File: src/rtl/acv_pkg.sv
// Package with the shared constants, codes and types of the archive container validator.
package acv_pkg;

    localparam int OFFSET_BITS = 48;

    localparam logic [31:0] CONTAINER_MAGIC = 32'h0204_5767;
    localparam logic [31:0] MEMBER_MAGIC    = 32'h0104_5767;
    localparam logic [15:0] MEMBER_SIG      = 16'h1231;
    localparam logic [15:0] METHOD_CODE     = 16'h1002;
    localparam logic [31:0] CRC_POLY        = 32'hEDB8_8320;
    localparam logic [7:0]  PRINT_LOW       = 8'h20;
    localparam logic [7:0]  PRINT_HIGH      = 8'h7E;
    localparam logic [16:0] MAX_MEMBERS_RST = 17'd100000;
    localparam logic [15:0] MAX_NAME_RST    = 16'd4096;

    localparam logic [OFFSET_BITS-1:0] OFF_MAX = {OFFSET_BITS{1'b1}};

    typedef enum logic [3:0] {
        ERR_OK        = 4'd0,
        ERR_HEADER    = 4'd1,
        ERR_PREFIX    = 4'd2,
        ERR_NAME      = 4'd3,
        ERR_TRAILER   = 4'd4,
        ERR_CRC       = 4'd5,
        ERR_TOTAL     = 4'd6,
        ERR_TRUNCATED = 4'd7,
        ERR_COUNT     = 4'd8,
        ERR_TERM      = 4'd9
    } err_t;

    localparam logic CFG_MAX_MEMBERS = 1'b0;
    localparam logic CFG_MAX_NAME    = 1'b1;

    // One result word, packed into tdata from the lowest bit up.
    typedef struct packed {
        logic [OFFSET_BITS-1:0] archive_length;
        logic [16:0]            member_number;
        logic [15:0]            attribute_bits;
        logic [31:0]            modify_time;
        logic [31:0]            unpacked_size;
        logic [31:0]            packed_size;
        logic [OFFSET_BITS-1:0] payload_offset;
        logic [OFFSET_BITS-1:0] header_offset;
        logic [3:0]             error_code;
        logic                   accepted;
    } result_t;

    localparam int RESULT_BITS = $bits(result_t);
    localparam int TDATA_BITS  = ((RESULT_BITS + 7) / 8) * 8;

    function automatic logic [31:0] crc_byte(input logic [31:0] c_in, input logic [7:0] b);
        logic [31:0] c;
        c = c_in ^ {24'd0, b};
        for (int i = 0; i < 8; i++)
        begin
            c = c[0] ? ((c >> 1) ^ CRC_POLY) : (c >> 1);
        end
        return c;
    endfunction

endpackage

File: src/rtl/acv_parser.sv
// Byte parser of the archive container validator: all header, member and CRC checks.
module acv_parser
    import acv_pkg::*;
(
    input  logic                   clk,
    input  logic                   rst_n,
    input  logic                   step,
    input  logic [7:0]             data_byte,
    input  logic                   end_of_stream,
    input  logic [16:0]            max_members,
    input  logic [15:0]            max_name_length,
    output logic                   rec_valid,
    output result_t                rec,
    output logic                   ver_valid,
    output result_t                ver,
    output logic                   done
);

    typedef enum logic [2:0] {
        PH_HEADER, PH_PREFIX, PH_NAME, PH_TRAILER, PH_PAYLOAD, PH_TERM, PH_DONE
    } phase_t;

    phase_t                 phase_reg, phase_next;
    logic [OFFSET_BITS-1:0] off_reg, off_next;
    logic [31:0]            shift_reg, shift_next;
    logic [5:0]             cnt_reg, cnt_next;
    logic [15:0]            name_left_reg, name_left_next;
    logic [31:0]            pay_left_reg, pay_left_next;
    logic [31:0]            crc_reg, crc_next;
    logic [31:0]            decl_reg, decl_next;
    logic [32:0]            total_reg, total_next;
    logic [16:0]            seen_reg, seen_next;
    logic [31:0]            mtime_reg, mtime_next;
    logic [15:0]            attr_reg, attr_next;
    logic [31:0]            packed_reg, packed_next;
    logic [31:0]            unpacked_reg, unpacked_next;
    logic [31:0]            crcst_reg, crcst_next;
    logic [OFFSET_BITS-1:0] hoff_reg, hoff_next;
    logic [OFFSET_BITS-1:0] poff_reg, poff_next;

    logic [31:0] gathered;
    logic [1:0]  lane;
    logic [31:0] crc_upd;
    logic [32:0] total_sum;
    logic        fin;
    logic [31:0] fin_crc;
    logic        vflag;
    logic [3:0]  verr;

    assign done    = (phase_reg == PH_DONE);
    assign crc_upd = crc_byte(crc_reg, data_byte);

    always_comb
    begin
        case (phase_reg)
            PH_PREFIX:  lane = (cnt_reg < 6'd4) ? cnt_reg[1:0]
                             : ((cnt_reg < 6'd6) ? 2'(cnt_reg - 6'd4) : 2'(cnt_reg - 6'd6));
            PH_TRAILER: lane = (cnt_reg < 6'd4) ? cnt_reg[1:0]
                             : (cnt_reg < 6'd6) ? 2'(cnt_reg - 6'd4)
                             : (cnt_reg < 6'd10) ? 2'(cnt_reg - 6'd6)
                             : (cnt_reg < 6'd14) ? 2'(cnt_reg - 6'd10)
                             : (cnt_reg < 6'd18) ? 2'(cnt_reg - 6'd14)
                             : (cnt_reg < 6'd22) ? 2'(cnt_reg - 6'd18)
                             : 2'(cnt_reg - 6'd22);
            default:    lane = cnt_reg[1:0];
        endcase
        gathered = ((lane == 2'd0) ? 32'd0 : shift_reg) | ({24'd0, data_byte} << {lane, 3'b000});
    end

    always_comb
    begin
        phase_next    = phase_reg;
        off_next      = off_reg;
        shift_next    = shift_reg;
        cnt_next      = cnt_reg;
        name_left_next = name_left_reg;
        pay_left_next = pay_left_reg;
        crc_next      = crc_reg;
        decl_next     = decl_reg;
        total_next    = total_reg;
        seen_next     = seen_reg;
        mtime_next    = mtime_reg;
        attr_next     = attr_reg;
        packed_next   = packed_reg;
        unpacked_next = unpacked_reg;
        crcst_next    = crcst_reg;
        hoff_next     = hoff_reg;
        poff_next     = poff_reg;
        fin           = 1'b0;
        fin_crc       = crc_reg;
        vflag         = 1'b0;
        verr          = ERR_OK;
        rec_valid     = 1'b0;
        total_sum     = total_reg + {1'b0, unpacked_reg};

        if (step && phase_reg != PH_DONE)
        begin
            if (off_reg == OFF_MAX)
            begin
                vflag = 1'b1;
                verr  = ERR_TRUNCATED;
            end
            else
            begin
                off_next = off_reg + 1'b1;
                case (phase_reg)
                    PH_HEADER:
                    begin
                        shift_next = gathered;
                        cnt_next   = cnt_reg + 6'd1;
                        if (cnt_reg == 6'd3 && gathered != CONTAINER_MAGIC)
                        begin
                            vflag = 1'b1; verr = ERR_HEADER;
                        end
                        if (cnt_reg == 6'd7)
                        begin
                            decl_next = gathered;
                        end
                        if (cnt_reg == 6'd11)
                        begin
                            cnt_next = 6'd0;
                            if (gathered != 32'd0)
                            begin
                                vflag = 1'b1; verr = ERR_HEADER;
                            end
                            else if (seen_reg >= max_members)
                            begin
                                vflag = 1'b1; verr = ERR_COUNT;
                            end
                            else
                            begin
                                phase_next = PH_PREFIX;
                            end
                        end
                    end
                    PH_PREFIX:
                    begin
                        if (cnt_reg == 6'd0)
                        begin
                            hoff_next = off_reg;
                        end
                        shift_next = gathered;
                        cnt_next   = cnt_reg + 6'd1;
                        if (cnt_reg == 6'd3 && gathered != MEMBER_MAGIC)
                        begin
                            vflag = 1'b1; verr = ERR_PREFIX;
                        end
                        if (cnt_reg == 6'd5 && gathered != {16'd0, MEMBER_SIG})
                        begin
                            vflag = 1'b1; verr = ERR_PREFIX;
                        end
                        if (cnt_reg == 6'd7)
                        begin
                            cnt_next = 6'd0;
                            if (gathered[15:0] == 16'd0)
                            begin
                                if (seen_reg == 17'd0)
                                begin
                                    vflag = 1'b1; verr = ERR_TERM;
                                end
                                else if (total_reg != {1'b0, decl_reg})
                                begin
                                    vflag = 1'b1; verr = ERR_TOTAL;
                                end
                                else
                                begin
                                    phase_next = PH_TERM;
                                end
                            end
                            else if (gathered[15:0] > max_name_length)
                            begin
                                vflag = 1'b1; verr = ERR_NAME;
                            end
                            else
                            begin
                                name_left_next = gathered[15:0];
                                phase_next     = PH_NAME;
                            end
                        end
                    end
                    PH_NAME:
                    begin
                        if (data_byte < PRINT_LOW || data_byte > PRINT_HIGH)
                        begin
                            vflag = 1'b1; verr = ERR_NAME;
                        end
                        else
                        begin
                            name_left_next = name_left_reg - 16'd1;
                            if (name_left_reg == 16'd1)
                            begin
                                cnt_next   = 6'd0;
                                phase_next = PH_TRAILER;
                            end
                        end
                    end
                    PH_TRAILER:
                    begin
                        cnt_next = cnt_reg + 6'd1;
                        if (cnt_reg < 6'd24)
                        begin
                            shift_next = gathered;
                        end
                        if (cnt_reg == 6'd3)  mtime_next    = gathered;
                        if (cnt_reg == 6'd5)  attr_next     = gathered[15:0];
                        if (cnt_reg == 6'd13) packed_next   = gathered;
                        if (cnt_reg == 6'd17) unpacked_next = gathered;
                        if (cnt_reg == 6'd21) crcst_next    = gathered;
                        if ((cnt_reg == 6'd9 && gathered != 32'd0)
                            || (cnt_reg == 6'd23 && gathered != {16'd0, METHOD_CODE})
                            || (cnt_reg >= 6'd24 && data_byte != 8'd0))
                        begin
                            vflag = 1'b1; verr = ERR_TRAILER;
                        end
                        else if (cnt_reg == 6'd32)
                        begin
                            poff_next     = off_reg + 1'b1;
                            crc_next      = '1;
                            pay_left_next = packed_reg;
                            cnt_next      = 6'd0;
                            if (packed_reg == 32'd0)
                            begin
                                fin     = 1'b1;
                                fin_crc = '1;
                            end
                            else
                            begin
                                phase_next = PH_PAYLOAD;
                            end
                        end
                    end
                    PH_PAYLOAD:
                    begin
                        crc_next      = crc_upd;
                        pay_left_next = pay_left_reg - 32'd1;
                        if (pay_left_reg == 32'd1)
                        begin
                            fin     = 1'b1;
                            fin_crc = crc_upd;
                        end
                    end
                    PH_TERM:
                    begin
                        cnt_next = cnt_reg + 6'd1;
                        if (cnt_reg >= 6'd32)
                        begin
                            vflag = 1'b1; verr = ERR_OK;
                        end
                    end
                    default:
                    begin
                    end
                endcase

                // Member completion: CRC first, then the running total.
                if (fin)
                begin
                    if (~fin_crc != crcst_reg)
                    begin
                        vflag = 1'b1; verr = ERR_CRC;
                    end
                    else
                    begin
                        total_next = total_sum;
                        if (total_sum > {1'b0, decl_reg})
                        begin
                            vflag = 1'b1; verr = ERR_TOTAL;
                        end
                        else
                        begin
                            rec_valid = 1'b1;
                            seen_next = seen_reg + 17'd1;
                            cnt_next  = 6'd0;
                            if (seen_reg + 17'd1 >= max_members)
                            begin
                                vflag = 1'b1; verr = ERR_COUNT;
                            end
                            else
                            begin
                                phase_next = PH_PREFIX;
                            end
                        end
                    end
                end
            end

            if (!vflag && end_of_stream)
            begin
                vflag = 1'b1; verr = ERR_TRUNCATED;
            end
            if (vflag)
            begin
                phase_next = PH_DONE;
            end
        end
    end

    always_comb
    begin
        rec                = '0;
        rec.header_offset  = hoff_reg;
        rec.payload_offset = (phase_reg == PH_TRAILER) ? poff_next : poff_reg;
        rec.packed_size    = packed_reg;
        rec.unpacked_size  = unpacked_reg;
        rec.modify_time    = mtime_reg;
        rec.attribute_bits = attr_reg;
        rec.member_number  = seen_reg;

        ver_valid          = vflag;
        ver                = '0;
        ver.accepted       = (verr == ERR_OK);
        ver.error_code     = verr;
        ver.member_number  = seen_next;
        ver.archive_length = (verr == ERR_OK) ? off_reg + 1'b1 : '0;
    end

    always_ff @(posedge clk or negedge rst_n)
    begin
        if (!rst_n)
        begin
            phase_reg     <= PH_HEADER;
            off_reg       <= '0;
            shift_reg     <= '0;
            cnt_reg       <= '0;
            name_left_reg <= '0;
            pay_left_reg  <= '0;
            crc_reg       <= '1;
            decl_reg      <= '0;
            total_reg     <= '0;
            seen_reg      <= '0;
            mtime_reg     <= '0;
            attr_reg      <= '0;
            packed_reg    <= '0;
            unpacked_reg  <= '0;
            crcst_reg     <= '0;
            hoff_reg      <= '0;
            poff_reg      <= '0;
        end
        else
        begin
            phase_reg     <= phase_next;
            off_reg       <= off_next;
            shift_reg     <= shift_next;
            cnt_reg       <= cnt_next;
            name_left_reg <= name_left_next;
            pay_left_reg  <= pay_left_next;
            crc_reg       <= crc_next;
            decl_reg      <= decl_next;
            total_reg     <= total_next;
            seen_reg      <= seen_next;
            mtime_reg     <= mtime_next;
            attr_reg      <= attr_next;
            packed_reg    <= packed_next;
            unpacked_reg  <= unpacked_next;
            crcst_reg     <= crcst_next;
            hoff_reg      <= hoff_next;
            poff_reg      <= poff_next;
        end
    end

endmodule

File: src/rtl/archive_container_validator.sv
// Top level of the archive container validator: handshakes, result queue and configuration.
//
//  channel  | direction | handshake              | payload
//  ---------+-----------+------------------------+--------------------------------------
//  s_axis   | in        | s_axis_tvalid/tready   | tdata: data_byte; tlast: end_of_stream
//  m_axis   | out       | m_axis_tvalid/tready   | tdata: result fields; tuser: result_kind;
//           |           |                        | tlast: last_of_run
//  cfg      | in        | cfg_valid/cfg_ready    | cfg_index, cfg_data
//
// Each input word is parsed in the cycle it is accepted; a new word can be taken every
// cycle. One byte causes at most two result words (a member record and a verdict), which
// go into a four-entry result queue; input is taken while at least two entries are free,
// so a stalled output side only stops the input once the queue is near full.
// Reset clears the parser to the container header phase and the registers to their
// defaults. After a verdict every further byte is taken and dropped.
module archive_container_validator
    import acv_pkg::*;
(
    input  logic                  clk,
    input  logic                  rst_n,
    input  logic                  s_axis_tvalid,
    output logic                  s_axis_tready,
    input  logic [7:0]            s_axis_tdata,   // [7:0] data_byte
    input  logic                  s_axis_tlast,   // end_of_stream
    output logic                  m_axis_tvalid,
    input  logic                  m_axis_tready,
    // accepted, error_code, header_offset, payload_offset, packed_size, unpacked_size,
    // modify_time, attribute_bits, member_number, archive_length, zero fill (low to high)
    output logic [TDATA_BITS-1:0] m_axis_tdata,
    output logic                  m_axis_tuser,   // result_kind
    output logic                  m_axis_tlast,   // last_of_run
    input  logic                  cfg_valid,
    output logic                  cfg_ready,
    input  logic                  cfg_index,
    input  logic [16:0]           cfg_data
);

    typedef struct packed {
        logic    kind;
        logic    last;
        result_t res;
    } entry_t;

    logic [16:0] max_members_reg;
    logic [15:0] max_name_reg;

    entry_t      q_reg [4];
    logic [1:0]  wp_reg, rp_reg;
    logic [2:0]  cnt_reg;

    logic        step;
    logic        rec_valid, ver_valid, done;
    result_t     rec, ver;
    logic        pop;
    logic [1:0]  pushes;

    assign s_axis_tready = (cnt_reg <= 3'd2);
    assign step          = s_axis_tvalid && s_axis_tready;
    assign cfg_ready     = 1'b1;

    acv_parser u_parser (
        .clk             (clk),
        .rst_n           (rst_n),
        .step            (step),
        .data_byte       (s_axis_tdata),
        .end_of_stream   (s_axis_tlast),
        .max_members     (max_members_reg),
        .max_name_length (max_name_reg),
        .rec_valid       (rec_valid),
        .rec             (rec),
        .ver_valid       (ver_valid),
        .ver             (ver),
        .done            (done)
    );

    assign m_axis_tvalid = (cnt_reg != 3'd0);
    assign m_axis_tdata  = TDATA_BITS'(q_reg[rp_reg].res);
    assign m_axis_tuser  = q_reg[rp_reg].kind;
    assign m_axis_tlast  = q_reg[rp_reg].last;
    assign pop           = m_axis_tvalid && m_axis_tready;
    assign pushes        = {1'b0, rec_valid} + {1'b0, ver_valid};

    always_ff @(posedge clk)
    begin
        if (rec_valid)
        begin
            q_reg[wp_reg] <= '{kind: 1'b0, last: !ver_valid, res: rec};
        end
        if (ver_valid)
        begin
            q_reg[rec_valid ? wp_reg + 2'd1 : wp_reg] <= '{kind: 1'b1, last: 1'b1, res: ver};
        end
    end

    always_ff @(posedge clk or negedge rst_n)
    begin
        if (!rst_n)
        begin
            wp_reg          <= '0;
            rp_reg          <= '0;
            cnt_reg         <= '0;
            max_members_reg <= MAX_MEMBERS_RST;
            max_name_reg    <= MAX_NAME_RST;
        end
        else
        begin
            wp_reg  <= wp_reg + pushes;
            rp_reg  <= rp_reg + {1'b0, pop};
            cnt_reg <= cnt_reg + {1'b0, pushes} - {2'b00, pop};
            if (cfg_valid && cfg_ready)
            begin
                if (cfg_index == CFG_MAX_MEMBERS)
                begin
                    max_members_reg <= cfg_data;
                end
                else
                begin
                    max_name_reg <= cfg_data[15:0];
                end
            end
        end
    end

`ifndef SYNTHESIS
    // The result queue never holds more than its four entries.
    assert property (@(posedge clk) disable iff (!rst_n) cnt_reg <= 3'd4)
        else $error("result queue overflow");

    // Once the verdict is out, no further result word is produced.
    assert property (@(posedge clk) disable iff (!rst_n) $past(done) |-> pushes == 2'd0)
        else $error("result after verdict");

    // A verdict word always closes the run of its byte.
    assert property (@(posedge clk) disable iff (!rst_n)
        (m_axis_tvalid && m_axis_tuser) |-> m_axis_tlast)
        else $error("verdict not last of run");
`endif

endmodule
File: config.mk
export PLATFORM = sky130hd
export DESIGN_NAME = archive_container_validator
export DESIGN_NICKNAME = d
export VERILOG_FILES = /design/src/rtl/acv_pkg.sv /design/src/rtl/acv_parser.sv /design/src/rtl/archive_container_validator.sv
export SDC_FILE = /design/constraint.sdc
export NUM_CORES = 2
export LEC_CHECK = 0
export ABC_CLOCK_PERIOD_IN_PS = 24100
export BUFFER_PORTS_ARGS = -buffer_cell sky130_fd_sc_hd__buf_2
export CELL_PAD_IN_SITES_DETAIL_PLACEMENT = 0
export CELL_PAD_IN_SITES_GLOBAL_PLACEMENT = 1
export CORE_MARGIN = 2
export CORE_UTILIZATION = 40
export DETAILED_ROUTE_END_ITERATION = 6
export PLACE_DENSITY = 0.65
export SYNTH_ARGS = -nofsm -noshare
export SYNTH_HDL_FRONTEND = slang
export SYNTH_SLANG_ARGS = --single-unit
File: constraint.sdc
create_clock -name clk -period 24.1 [get_ports clk]
set_clock_uncertainty 0.1 [all_clocks]
set_input_delay 3.615 -clock clk [delete_from_list [all_inputs] [get_ports clk]]
set_output_delay 3.615 -clock clk [all_outputs]
set_load 0.05 [all_outputs]
==> results.tsv <==
stage	metric	value	unit
status	status	completed	
critical_path	Reg2Reg Setup Slack	13700	ps
power	Clk pwr share	42.5	%
logic_synthesis	Yosys top cell area share	22.2	%
final_layout	Final nets	8239	
sta	unrepaired setup endpoints after global routing	no	
cts	hold_buf cts	0	
global_route	initial antenna violation count	28	
cts	Clock Latency Late Sink	870	ps
floorplanning	die height	439	um
logic_synthesis	EDFF count, synth	280	
min_path	worst hold path type	reg -> reg	
critical_path	Worst Path Class, Setup	in -> reg	
cts	post-CTS sizing	0	
global_route	GRT overflow	0	
floorplanning	core area	188000	sq um
routing	drt pass-1 iters	7	
logic_synthesis	Yosys top cell by area	dfxtp_1	
sta	fmax	95.1	MHz
critical_path	Max FO, Critical Path	55	
sta	crit path time final	10520	ps
cts	root buffer cell	clkbuf_16	
power	NetSw	0.00199	W
logic_synthesis	Seq/Total Area, Yosys	50.9	%
critical_path	WP data arrival	11090	ps
critical_path	CP max-delay cell	xnor2_1	
final_layout	FILL cells	18000	
routing	Final ANT Viol Nets	0	
power	Seq pwr share	42.4	%
logic_synthesis	Distinct cells, synth	102	
placement	dpl ws	12810	ps
critical_path	Crit. End Element	flip-flop	
global_route	GRT Total Usage	26.6	%
sta	Hold Vio Cnt, Final	0	
cts	CTS tree	yes	
routing	drt first-iter violations	5614	
cts	Worst-path clk slew	60	ps
floorplanning	die area	193000	sq um
placement	GPL Wtd Cong	0.922	
logic_synthesis	Main synth FF type	dfxtp_1	
final_layout	max reg flops	1120	
critical_path	Crit path max-delay family	buffers and inverters	
final_layout	commonest non-fill, non-tap cells in the layout	nand2_1 (2,110), a21oi_1 (1,038), dfxtp_1 (840)	
power	Int Power	0.00484	W
sta	Slew Limit Fails	0	
routing	Remaining DRCs	0	
routing	WL final	260000	um
critical_path	Critical Path, Cell by Cell	buf_2, xnor2_1, xnor2_1, xnor3_1, o21ai_0, o31a_1, a221oi_1, o31ai_1, o22a_1, nor2_1, a41oi_1, nor4_4, buf_4, mux2_2, nor2_4, buf_4, buf_4, buf_4, a21oi_1	
final_layout	footprint of the multi-input gates	34300	sq um
routing	Avg WL per Cell	24.2	um
critical_path	startpoint types	input pin	
final_layout	Layout area overhead	12.8	%
cts	Clock Sinks	1651	
floorplanning	initial core utilization	40.3	%
min_path	hold depth	2	
cts	H-tree Lvls	4	
sta	setup violators final	0	
power	P per Cell Area	79.9	nW/um^2
logic_synthesis	warning count from the yosys run	0	
critical_path	worst endpoint required time	24670	ps
cts	CTS max path bufs	3	
sta	Final Worst Setup Slack	13580	ps
min_path	hold path endpoint	q_reg[3][279]	
logic_synthesis	Area contributors post-synth	dfxtp_1 (22%), dfrtp_1 (16%), edfxtp_1 (11%)	
placement	Post-DP HPWL	163000	um
final_layout	sequential cell area	38600	sq um
floorplanning	Cell Rows	159	
critical_path	reg2reg path depth	31	
sta	Fin Hold WS	346	ps
logic_synthesis	flip-flop and latch count after synthesis	1651	
critical_path	Buf+Inv Stages, Crit Path	5	
run	total of max-cap violations	0	
cts	Num CTS Buffers	183	
logic_synthesis	Mapped Area	75700	sq um
power	VDD IR max	0.0583	mV
power	Sw Ratio	29.1	%
min_path	hold path start	q_reg[3][279]	
final_layout	commonest non-fill, non-tap cell in the layout	nand2_1	
power	combinational share of power	15.1	%
critical_path	FF-to-FF End	q_reg[2][107]	
sta	worst rel slew slack	15.8	%
placement	PortBufs	313	
logic_synthesis	FFs w/ async S/R, synth	32.2	%
routing	Vias/cell	5.63	
global_route	largest net degree at the start of global routing	134	
cts	Post CTS Setup Buffer Count	0	
global_route	number of global-route vias before repair	58700	
final_layout	fin util	45.5	%
critical_path	CP max stage delay	810	ps
power	Static Leak	33.0	nW
logic_synthesis	syn_area_per_cell	9.43	sq um
routing	Via Count	60400	
final_layout	fraction of layout instances using a drive strength above 1	14.9	%
sta	Post-Route Setup TNS	0	ps
sta	pin slew with the least headroom to its limit	1260	ps
global_route	first-pass GRT wire length	389000	um
sta	crit share post-route	43.6	%
logic_synthesis	cell count after synthesis	8028	
floorplanning	io pins	317	
critical_path	worst r2r src	u_parser.unpacked_reg[1]	
critical_path	most used cell, CP	buf_4	
floorplanning	Die X	439	um
==> worst min-delay path, delay by kind of cell (launching register included) <==
kind	cells	cell delay (ps)
flip-flops	1	310
AND/OR/NAND/NOR	2	90
==> layer usage <==
layer / up-vias / track usage, % / share of wire [%]
met1: 30200 / 37.9 / 45
met5: - / 0 / 0.028
met4: 10 / 6.88 / 2.3
li1: 27800 / - / -
met2: 2103 / 42.3 / 46
met3: 331 / 3.79 / 6.5
==> through the flow <==
step / instances / instance area (sq um) / power [W]
final: 10700 / 85400 / 0.00683
after global routing: 10700 / 85400 / 0.00705
after global placement: 10400 / 79100 / 0.00400
after detailed placement: 10400 / 79100 / 0.00399
after floorplan: 8029 / 75700 / 0.00367
after CTS: 10700 / 85400 / 0.00689
==> area by class of cell <==
cell class              count  share of cell area, %
inverters                 170                  0.747
diodes                      6                 0.0176
repair buffers            432                   2.92
clock inverters            87                   1.07
clock buffers             259                   6.28
flip-flops and latches   1651                   45.2
well taps                2495                   3.66
multi-input cells        5634                   40.2
==> cell families after synthesis <==
logic type	share of synthesized area, %
buffers and inverters	3.98
AND/OR/NAND/NOR	16.8
adder cells (fa/ha/maj)	2.25
flip-flops	50.9
XOR/XNOR	3.56
multiplexers	9.99
other	0.00992
AO/OA/AOI/OAI	12.4
==> Yosys cell counts (all sizes together) (11+ instances only) <==
cell	count
nor3	89
edfxtp	280
o31ai	23
clkbuf	386
a2bb2oi	11
or4	12
xnor2	174
dfxtp	840
a31oi	42
nor2b	11
mux2i	15
nand2	2116
buf	188
nor4	61
ha	133
a211oi	21
nand4	48
and3	39
a21oi	1039
xnor3	14
nand2b	19
dfstp	39
o22ai	16
mux4	280
or3	27
xor2	91
dfrtp	492
mux2	98
or2	20
a21o	37
nand3	140
nor2	479
o21ai	421
inv	169
==> power groups by stage <==
stage	sequential [W]	clock, W	combinational [W]
CTS	0.00289	0.00296	0.00105
global route	0.00289	0.00307	0.00108
finish	0.00289	0.00290	0.00103
global placement	0.00295	0	0.00105
detailed placement	0.00295	0	0.00105
floorplan	0.00290	0	0.000764
==> worst max path at each step <==
stage | from | end | slack (ps) | depth (start not counted)
CTS | s_axis_tdata[3] | q_reg[2][108] | 13720 | 19
floorplan | s_axis_tdata[4] | q_reg[2][0] | 14430 | 17
global route | u_parser.unpacked_reg[1] | q_reg[2][107] | 13130 | 31
detailed placement | s_axis_tdata[3] | q_reg[2][145] | 12810 | 19
global placement | s_axis_tdata[3] | q_reg[2][145] | 12920 | 19
finish | s_axis_tdata[3] | q_reg[2][107] | 13580 | 19
Power figures use the tool's default switching activity.
